<file path="config.mk">
export PLATFORM = sky130hd
export DESIGN_NAME = brf_ctrl_flat
export DESIGN_NICKNAME = d
export VERILOG_FILES = /design/src/rtl/brf_pkg.sv /design/src/rtl/brf_if.sv /design/src/rtl/brf_ctrl.sv /design/src/flat_wrapper.sv
export SDC_FILE = /design/constraint.sdc
export NUM_CORES = 1
export LEC_CHECK = 0
export ABC_AREA = 1
export ABC_CLOCK_PERIOD_IN_PS = 25400
export BUFFER_PORTS_ARGS = -buffer_cell sky130_fd_sc_hd__clkbuf_2
export CORE_MARGIN = 5
export CORE_UTILIZATION = 45
export CTS_CLUSTER_DIAMETER = 200
export DETAILED_ROUTE_END_ITERATION = 16
export HOLD_SLACK_MARGIN = 0.05
export SLEW_MARGIN = 20
export SYNTH_ARGS = -nofsm -noshare
export SYNTH_HDL_FRONTEND = slang
export SYNTH_SLANG_ARGS = --single-unit
</file>
<file path="constraint.sdc">
create_clock -name clk -period 25.4 [get_ports clk]
set_input_delay 1.27 -clock clk [delete_from_list [all_inputs] [get_ports clk]]
set_output_delay 1.27 -clock clk [all_outputs]
set_load 0.03 [all_outputs]
</file>
<file path="src/rtl/brf_pkg.sv">
// ----------------------------------------------------------------------------
// brf_pkg
// Shared types and constants for the byte ring FIFO with reserve/commit access.
// ----------------------------------------------------------------------------
`default_nettype none

package brf_pkg;

    // Field widths of the channels
    localparam int OP_W      = 3;
    localparam int DATA_W    = 8;
    localparam int AMT_W     = 11;
    localparam int CNT_W     = 11;
    localparam int IDX_OUT_W = 10;
    localparam int RS_W      = 11;

    // Default ring storage depth
    localparam int DEPTH_DEF = 1024;

    // Ring size after reset
    localparam logic [RS_W-1:0] RING_SIZE_RST = 11'd1024;

    // Smallest legal ring size
    localparam int RING_SIZE_MIN = 2;

    // Operation codes
    typedef enum logic [OP_W-1:0] {
        OP_PUSH      = 3'd0,
        OP_POP       = 3'd1,
        OP_RSV_WR    = 3'd2,
        OP_WRITE_AT  = 3'd3,
        OP_COMMIT_WR = 3'd4,
        OP_RSV_RD    = 3'd5,
        OP_PEEK_AT   = 3'd6,
        OP_RELEASE   = 3'd7
    } op_t;

    // Sticky error codes
    typedef enum logic [1:0] {
        ERR_NONE      = 2'd0,
        ERR_OVERFLOW  = 2'd1,
        ERR_UNDERFLOW = 2'd2
    } err_t;

    // Result of one operation, held until the response beat is taken
    typedef struct packed {
        logic                 rd_sel;   // read_data comes from the RAM
        logic [CNT_W-1:0]     grant;
        logic [IDX_OUT_W-1:0] start;
        logic [IDX_OUT_W-1:0] occ;
        err_t                 err;
    } rslt_t;

endpackage

`default_nettype wire

</file>
<file path="src/rtl/brf_if.sv">
// ----------------------------------------------------------------------------
// brf_if
// Valid/ready channels of the byte ring FIFO: request, response and config.
// ----------------------------------------------------------------------------
`default_nettype none

// Request channel: one operation per beat
interface brf_req_if;
    logic                           valid;
    logic                           ready;
    logic [brf_pkg::OP_W-1:0]       op;
    logic [brf_pkg::DATA_W-1:0]     write_data;
    logic [brf_pkg::AMT_W-1:0]      amount;

    modport source (output valid, output op, output write_data, output amount,
                    input ready);
    modport sink   (input valid, input op, input write_data, input amount,
                    output ready);
endinterface


// Config channel: ring_size register write
interface brf_cfg_if;
    logic                           valid;
    logic                           ready;
    logic [brf_pkg::RS_W-1:0]       ring_size;

    modport source (output valid, output ring_size, input ready);
    modport sink   (input valid, input ring_size, output ready);
endinterface

`default_nettype wire

</file>
<file path="src/rtl/brf_ctrl.sv">
// ----------------------------------------------------------------------------
// brf_ctrl
// Index and error state, operation decode, RAM access issue and result stage.
// ----------------------------------------------------------------------------
`default_nettype none

module brf_ctrl #(
    parameter int DEPTH = brf_pkg::DEPTH_DEF
) (
    input  wire logic                     clk,
    input  wire logic                     rst_n,
    brf_req_if.sink                       req,
    brf_cfg_if.sink                       cfg,
    input  wire logic                     rsp_ready,
    output logic                          rsp_valid,
    output brf_pkg::rslt_t                rslt,
    output logic                          mem_we,
    output logic [$clog2(DEPTH)-1:0]      mem_waddr,
    output logic                          mem_re,
    output logic [$clog2(DEPTH)-1:0]      mem_raddr
);

    localparam int IDX_W = $clog2(DEPTH);
    localparam int SZ_W  = IDX_W + 1;
    localparam int CW    = ((SZ_W > brf_pkg::AMT_W) ? SZ_W : brf_pkg::AMT_W) + 1;

    logic [brf_pkg::RS_W-1:0] ring_size_reg;
    logic [IDX_W-1:0]         wr_idx_reg, wr_idx_next;
    logic [IDX_W-1:0]         rd_idx_reg, rd_idx_next;
    brf_pkg::err_t            err_reg, err_next;
    logic                     valid_reg;
    brf_pkg::rslt_t           rslt_reg, rslt_next;

    logic                     accept;
    logic [CW-1:0]            rs, sc, w, r, am, occ, freesp, occ_after;
    logic [CW-1:0]            n_wr, n_rd, w_new, r_new, grant, start;
    logic                     rd_sel;
    brf_pkg::op_t             op;

    // Add within the ring; the wrap is right only while both terms stay below the ring size
    function automatic logic [CW-1:0] ring_add(input logic [CW-1:0] a,
                                               input logic [CW-1:0] b,
                                               input logic [CW-1:0] size);
        logic [CW-1:0] s;
        s = a + b;
        return (s >= size) ? (s - size) : s;
    endfunction

    assign req.ready = !valid_reg || rsp_ready;
    assign cfg.ready = 1'b1;
    assign accept    = req.valid && req.ready;
    assign op        = brf_pkg::op_t'(req.op);

    // Effective ring size, clamped to 2..DEPTH
    always_comb
    begin
        rs = CW'(ring_size_reg);
        if (rs < CW'(brf_pkg::RING_SIZE_MIN))
        begin
            sc = CW'(brf_pkg::RING_SIZE_MIN);
        end
        else if (rs > CW'(DEPTH))
        begin
            sc = CW'(DEPTH);
        end
        else
        begin
            sc = rs;
        end
    end

    // Occupancy and free space before the op
    assign w      = CW'(wr_idx_reg);
    assign r      = CW'(rd_idx_reg);
    assign am     = CW'(req.amount);
    assign occ    = (w >= r) ? (w - r) : (w + sc - r);
    assign freesp = sc - CW'(1) - occ;

    // Operation decode
    always_comb
    begin
        n_wr      = '0;
        n_rd      = '0;
        grant     = '0;
        rd_sel    = 1'b0;
        mem_we    = 1'b0;
        mem_re    = 1'b0;
        mem_waddr = wr_idx_reg;
        mem_raddr = rd_idx_reg;
        err_next  = err_reg;
        start     = r;
        case (op)
            brf_pkg::OP_PUSH:
            begin
                start = w;
                if (freesp == '0)
                begin
                    err_next = brf_pkg::ERR_OVERFLOW;
                end
                else
                begin
                    mem_we = accept;
                    n_wr   = CW'(1);
                end
            end
            brf_pkg::OP_POP:
            begin
                if (occ == '0)
                begin
                    err_next = brf_pkg::ERR_UNDERFLOW;
                end
                else
                begin
                    mem_re = accept;
                    rd_sel = 1'b1;
                    n_rd   = CW'(1);
                end
            end
            brf_pkg::OP_RSV_WR:
            begin
                start = w;
                grant = (am < freesp) ? am : freesp;
                if (grant == '0)
                begin
                    err_next = brf_pkg::ERR_OVERFLOW;
                end
            end
            brf_pkg::OP_WRITE_AT:
            begin
                start     = w;
                mem_waddr = IDX_W'(ring_add(w, am, sc));
                if (am < freesp)
                begin
                    mem_we = accept;
                end
                else
                begin
                    err_next = brf_pkg::ERR_OVERFLOW;
                end
            end
            brf_pkg::OP_COMMIT_WR:
            begin
                start = w;
                if (am > freesp)
                begin
                    n_wr     = freesp;
                    err_next = brf_pkg::ERR_OVERFLOW;
                end
                else
                begin
                    n_wr = am;
                end
                grant = n_wr;
            end
            brf_pkg::OP_RSV_RD:
            begin
                if (occ == '0)
                begin
                    err_next = brf_pkg::ERR_UNDERFLOW;
                end
                else
                begin
                    grant = (am < occ) ? am : occ;
                end
            end
            brf_pkg::OP_PEEK_AT:
            begin
                mem_raddr = IDX_W'(ring_add(r, am, sc));
                if (am < occ)
                begin
                    mem_re = accept;
                    rd_sel = 1'b1;
                end
                else
                begin
                    err_next = brf_pkg::ERR_UNDERFLOW;
                end
            end
            brf_pkg::OP_RELEASE:
            begin
                if (am > occ)
                begin
                    n_rd     = occ;
                    err_next = brf_pkg::ERR_UNDERFLOW;
                end
                else
                begin
                    n_rd = am;
                end
                grant = n_rd;
            end
            default:
            begin
                grant = '0;
            end
        endcase
    end

    // Index advance and occupancy after the op
    assign w_new       = ring_add(w, n_wr, sc);
    assign r_new       = ring_add(r, n_rd, sc);
    assign occ_after   = occ + n_wr - n_rd;
    assign wr_idx_next = IDX_W'(w_new);
    assign rd_idx_next = IDX_W'(r_new);

    // Result fields
    always_comb
    begin
        rslt_next.rd_sel = rd_sel;
        rslt_next.grant  = grant[brf_pkg::CNT_W-1:0];
        rslt_next.start  = start[brf_pkg::IDX_OUT_W-1:0];
        rslt_next.occ    = occ_after[brf_pkg::IDX_OUT_W-1:0];
        rslt_next.err    = err_next;
    end

    // State registers
    always_ff @(posedge clk or negedge rst_n)
    begin
        if (!rst_n)
        begin
            ring_size_reg <= brf_pkg::RING_SIZE_RST;
            wr_idx_reg    <= '0;
            rd_idx_reg    <= '0;
            err_reg       <= brf_pkg::ERR_NONE;
            valid_reg     <= 1'b0;
        end
        else
        begin
            if (cfg.valid)
            begin
                // New ring size empties the FIFO, error is kept
                ring_size_reg <= cfg.ring_size;
                wr_idx_reg    <= '0;
                rd_idx_reg    <= '0;
            end
            else if (accept)
            begin
                wr_idx_reg <= wr_idx_next;
                rd_idx_reg <= rd_idx_next;
                err_reg    <= err_next;
            end
            if (accept)
            begin
                valid_reg <= 1'b1;
            end
            else if (rsp_ready)
            begin
                valid_reg <= 1'b0;
            end
        end
    end

    // Result payload
    always_ff @(posedge clk)
    begin
        if (accept)
        begin
            rslt_reg <= rslt_next;
        end
    end

    assign rsp_valid = valid_reg;
    assign rslt      = rslt_reg;

endmodule

`default_nettype wire

</file>
<file path="src/flat_wrapper.sv">
// flat-port wrapper written by rule: the top's interface ports become plain ports
module brf_ctrl_flat 
#(
    parameter int DEPTH = brf_pkg::DEPTH_DEF
)
  (clk, rst_n, rsp_ready, rsp_valid, rslt, mem_we, mem_waddr, mem_re, mem_raddr, req_valid, req_op, req_write_data, req_amount, req_ready, cfg_valid, cfg_ring_size, cfg_ready);
  brf_req_if req_i ();
  brf_cfg_if cfg_i ();
  input  wire logic clk;
  input  wire logic rst_n;
  input  wire logic rsp_ready;
  output logic rsp_valid;
  output brf_pkg::rslt_t rslt;
  output logic mem_we;
  output logic [$clog2(DEPTH)-1:0] mem_waddr;
  output logic mem_re;
  output logic [$clog2(DEPTH)-1:0] mem_raddr;
  input wire logic [$bits(req_i.valid)-1:0] req_valid;
  input wire logic [$bits(req_i.op)-1:0] req_op;
  input wire logic [$bits(req_i.write_data)-1:0] req_write_data;
  input wire logic [$bits(req_i.amount)-1:0] req_amount;
  output wire logic [$bits(req_i.ready)-1:0] req_ready;
  input wire logic [$bits(cfg_i.valid)-1:0] cfg_valid;
  input wire logic [$bits(cfg_i.ring_size)-1:0] cfg_ring_size;
  output wire logic [$bits(cfg_i.ready)-1:0] cfg_ready;
  assign req_i.valid = req_valid;
  assign req_i.op = req_op;
  assign req_i.write_data = req_write_data;
  assign req_i.amount = req_amount;
  assign req_ready = req_i.ready;
  assign cfg_i.valid = cfg_valid;
  assign cfg_i.ring_size = cfg_ring_size;
  assign cfg_ready = cfg_i.ready;
  brf_ctrl #(.DEPTH(DEPTH)) u_core (.clk(clk), .rst_n(rst_n), .req(req_i), .cfg(cfg_i), .rsp_ready(rsp_ready), .rsp_valid(rsp_valid), .rslt(rslt), .mem_we(mem_we), .mem_waddr(mem_waddr), .mem_re(mem_re), .mem_raddr(mem_raddr));
endmodule
</file>
==> impl_metrics.sql <==
INSERT INTO impl_metrics (metric_group, metric, value, unit) VALUES
('outcome', 'outcome', 'finished, final reports clean', ''),
('yosys', 'synth_sequential_area_ratio', '17.7', '%'),
('setup_path', 'worst-r2r-setup-slack', '13.99', 'ns'),
('yosys', 'post_synth_main_area_contributors', 'sky130_fd_sc_hd__ha_1, sky130_fd_sc_hd__nand2_1, sky130_fd_sc_hd__edfxtp_1, sky130_fd_sc_hd__inv_1, sky130_fd_sc_hd__dfrtp_1', ''),
('detailed_routing', 'avgRoutedWirePerCell', '18.7', 'µm'),
('clocking', 'clock-sinks', '68', ''),
('yosys', 'synthDominantAreaCellType', 'sky130_fd_sc_hd__ha_1', ''),
('clocking', 'postCtsResizedCells', '0', ''),
('final_layout', 'antenna_cells', '0', ''),
('timing', 'slew_at_the_pin_closest_to_its_max_slew_limit', '1.10', 'ns'),
('hold_path', 'critical_hold_path_startpoint', 'u_core.rsp_valid$_DFFE_PN0P_', ''),
('setup_path', 'end_kind', 'flip-flop', ''),
('yosys', 'syn-num-nets', '1759', ''),
('final_layout', 'multiInputGateArea', '7600', 'µm²'),
('global_routing', 'gr-total-overflow', '0', ''),
('detailed_routing', 'routed-via-count', '10700', ''),
('clocking', 'postCtsSetupRepairBufs', '0', ''),
('yosys', 'mappedNetlistArea', '10600', 'µm²'),
('setup_path', 'required', '25.64', 'ns'),
('setup_path', 'critical_path.n_buffers_inverters', '13', ''),
('timing', 'final.min_clock_period', '11.41', 'ns'),
('final_layout', 'layout_common_cells', 'sky130_fd_sc_hd__nand2_1, sky130_fd_sc_hd__inv_1, sky130_fd_sc_hd__ha_1, sky130_fd_sc_hd__a21oi_1, sky130_fd_sc_hd__o21ai_0', ''),
('setup_path', 'worst_r2r_endpoint', 'u_core.wr_idx_reg[9]$_DFFE_PN0P_', ''),
('clocking', 'clock_h_tree_levels', '3', ''),
('final_layout', 'commonest_non_fill_non_tap_cell_in_the_layout', 'sky130_fd_sc_hd__nand2_1', ''),
('floorplanning', 'rows', '56', ''),
('setup_path', 'crit_slowest_cell', 'sky130_fd_sc_hd__dfstp_2', ''),
('global_routing', 'antenna_found_initial', '0', ''),
('yosys', 'yosys.cell_types.count', '54', ''),
('final_layout', 'number_of_flip_flops_in_the_largest_register', '34', ''),
('clocking', 'cts.root.buffer_cell', 'sky130_fd_sc_hd__clkbuf_16', ''),
('timing', 'timing.final.crit_share', '44.9', '%'),
('clocking', 'cts_hold_buffers', '0', ''),
('detailed_routing', 'detailedRoute.firstIterationViolations', '889', ''),
('yosys', 'syn-instance-count', '1556', ''),
('hold_path', 'worstHoldEndpoint', 'u_core.rsp_valid$_DFFE_PN0P_', ''),
('yosys', 'postSynthAreaPerCell', '6.81', 'µm²'),
('timing', 'setup_viol', '0', ''),
('detailed_routing', 'ant_nets', '0', ''),
('timing', 'fmax', '87.7', 'MHz'),
('timing', 'worst_max_slew_margin_expressed_relative_to_the_limit', '26.3', '%'),
('yosys', 'async_reset_ff_share', '50.0', '%'),
('clocking', 'worst_skew_pair.late_latency', '0.36', 'ns'),
('final_layout', 'design.final.nets', '1848', ''),
('global_routing', 'first_global_vias', '9857', ''),
('detailed_routing', 'drt-pass1-iter-count', '6', ''),
('timing', 'skew', '0.0122', 'ns'),
('run', 'timing.max_cap.violations', '0', ''),
('clocking', 'cts.path.max_buffers', '2', ''),
('floorplanning', 'chipHeight', '163', 'µm'),
('final_layout', 'fillerInstances', '2439', ''),
('setup_path', 'cp-start-kind', 'flip-flop', ''),
('clocking', 'cts_inserted_buffers', '9', ''),
('yosys', 'synth_top_cell_area_share', '16.5', '%'),
('hold_path', 'hold_path.class', 'reg -> reg', ''),
('setup_path', 'critPathKind', 'reg -> reg', ''),
('detailed_routing', 'drt_drc_violations_left', '0', ''),
('place', 'hpwlAfterDp', '30.2', 'mm'),
('floorplanning', 'initial_core_util', '45.4', '%'),
('clocking', 'clkSlewWorstSetupHoldPaths', '0.06', 'ns'),
('setup_path', 'worst_path_largest_cell_delay', '0.70', 'ns'),
('floorplanning', 'io_pins', '97', ''),
('global_routing', 'global_route.usage.total', '27.6', '%'),
('yosys', 'number_of_synthesized_flops_with_an_enable_pin', '34', ''),
('timing', 'finalHoldViolCount', '0', ''),
('final_layout', 'storage_element_area', '1870', 'µm²'),
('setup_path', 'r2r.worst_path.cells', '58', ''),
('hold_path', 'min_path_cells', '2', ''),
('yosys', 'ys_ff_latch', '68', ''),
('yosys', 'ys_warn_count', '0', ''),
('timing', 'rsz_0062_raised_after_global_routing', 'no', '');
==> synth_stat cells (3+ instances only) <==
library cell	count
sky130_fd_sc_hd__a21oi_1	139
sky130_fd_sc_hd__nor4_1	9
sky130_fd_sc_hd__nand4_1	25
sky130_fd_sc_hd__nand3_1	79
sky130_fd_sc_hd__nand2_2	25
sky130_fd_sc_hd__nand2_1	333
sky130_fd_sc_hd__fa_1	25
sky130_fd_sc_hd__a22oi_1	3
sky130_fd_sc_hd__a31oi_1	5
sky130_fd_sc_hd__edfxtp_1	34
sky130_fd_sc_hd__clkinv_1	4
sky130_fd_sc_hd__clkbuf_1	16
sky130_fd_sc_hd__o21bai_1	18
sky130_fd_sc_hd__inv_2	5
sky130_fd_sc_hd__ha_1	140
sky130_fd_sc_hd__o21ai_0	138
sky130_fd_sc_hd__nor3_1	14
sky130_fd_sc_hd__dfrtp_1	33
sky130_fd_sc_hd__nor2_2	3
sky130_fd_sc_hd__o21a_1	3
sky130_fd_sc_hd__or2_2	8
sky130_fd_sc_hd__nand3b_1	7
sky130_fd_sc_hd__xnor2_1	21
sky130_fd_sc_hd__o211ai_1	11
sky130_fd_sc_hd__nor2_1	75
sky130_fd_sc_hd__a21o_1	7
sky130_fd_sc_hd__inv_1	265
sky130_fd_sc_hd__nand3_2	12
sky130_fd_sc_hd__xor2_1	59
sky130_fd_sc_hd__o22ai_1	8
==> cell families after synthesis <==
family / synth area share, %
AND/OR/NAND/NOR: 25.6
AO/OA/AOI/OAI: 18.0
buffers and inverters: 10.7
adder cells (fa/ha/maj): 21.3
XOR/XNOR: 6.77
flip-flops: 17.7
other: 0.0354
==> worst min-delay path, stage by stage, from the launching register on <==
cell and delay [ns]:
sky130_fd_sc_hd__dfrtp_1 0.35, sky130_fd_sc_hd__nand2_1 0.08, sky130_fd_sc_hd__nand2_1 0.07
==> per-layer routing <==
metal / up-vias / GRT usage [%] / part of all wire, %
met3: 68 / 5.20 / 7.8
met2: 369 / 42.8 / 43
met1: 4872 / 38.2 / 45
li1: 5350 / - / -
met4: 0 / 10.8 / 4.0
met5: - / 0 / 0
==> area by class of cell <==
class	instances	share of cell area, %
inverter	274	8.78
clock buffer	9	1.92
tap	319	3.41
multi-input combinational	1193	64.9
sequential	68	16.0
clock inverter	7	0.566
timing repair buffer	99	4.48
==> worst max path at each step <==
| stage | start | endpoint | depth (start not counted) |
|---|---|---|---|
| 2_1_floorplan | u_core.ring_size_reg[10]$_DFFE_PN1P_ | u_core.wr_idx_reg[3]$_DFFE_PN0P_ | 55 |
| 5_1_grt | u_core.ring_size_reg[10]$_DFFE_PN1P_ | u_core.wr_idx_reg[1]$_DFFE_PN0P_ | 59 |
| 4_1_cts | u_core.ring_size_reg[10]$_DFFE_PN1P_ | u_core.wr_idx_reg[9]$_DFFE_PN0P_ | 58 |
| 3_3_place_gp | u_core.ring_size_reg[10]$_DFFE_PN1P_ | u_core.wr_idx_reg[9]$_DFFE_PN0P_ | 58 |
| 3_5_place_dp | u_core.ring_size_reg[10]$_DFFE_PN1P_ | u_core.wr_idx_reg[9]$_DFFE_PN0P_ | 58 |
| 6_report | u_core.ring_size_reg[10]$_DFFE_PN1P_ | u_core.wr_idx_reg[9]$_DFFE_PN0P_ | 58 |
==> through the flow <==
| step | instances | hold WS (ns) | utilization [%] | worst slack, ns | instance area [µm²] |
|---|---|---|---|---|---|
| after floorplan | 1556 | 0.502 | - | 16.89 | 10600 |
| after global placement | 1953 | 0.506 | 49.0 | 14.37 | 11400 |
| after detailed placement | 1953 | 0.518 | 49.0 | 14.31 | 11400 |
| after CTS | 1969 | 0.535 | 50.2 | 14.24 | 11700 |
| after global routing | 1969 | 0.569 | 50.2 | 13.23 | 11700 |
| final | 1969 | 0.529 | 50.2 | 13.99 | 11700 |
Power is not shown: default switching activity piles up to over one toggle a cycle in this logic, so the estimate is an artifact.
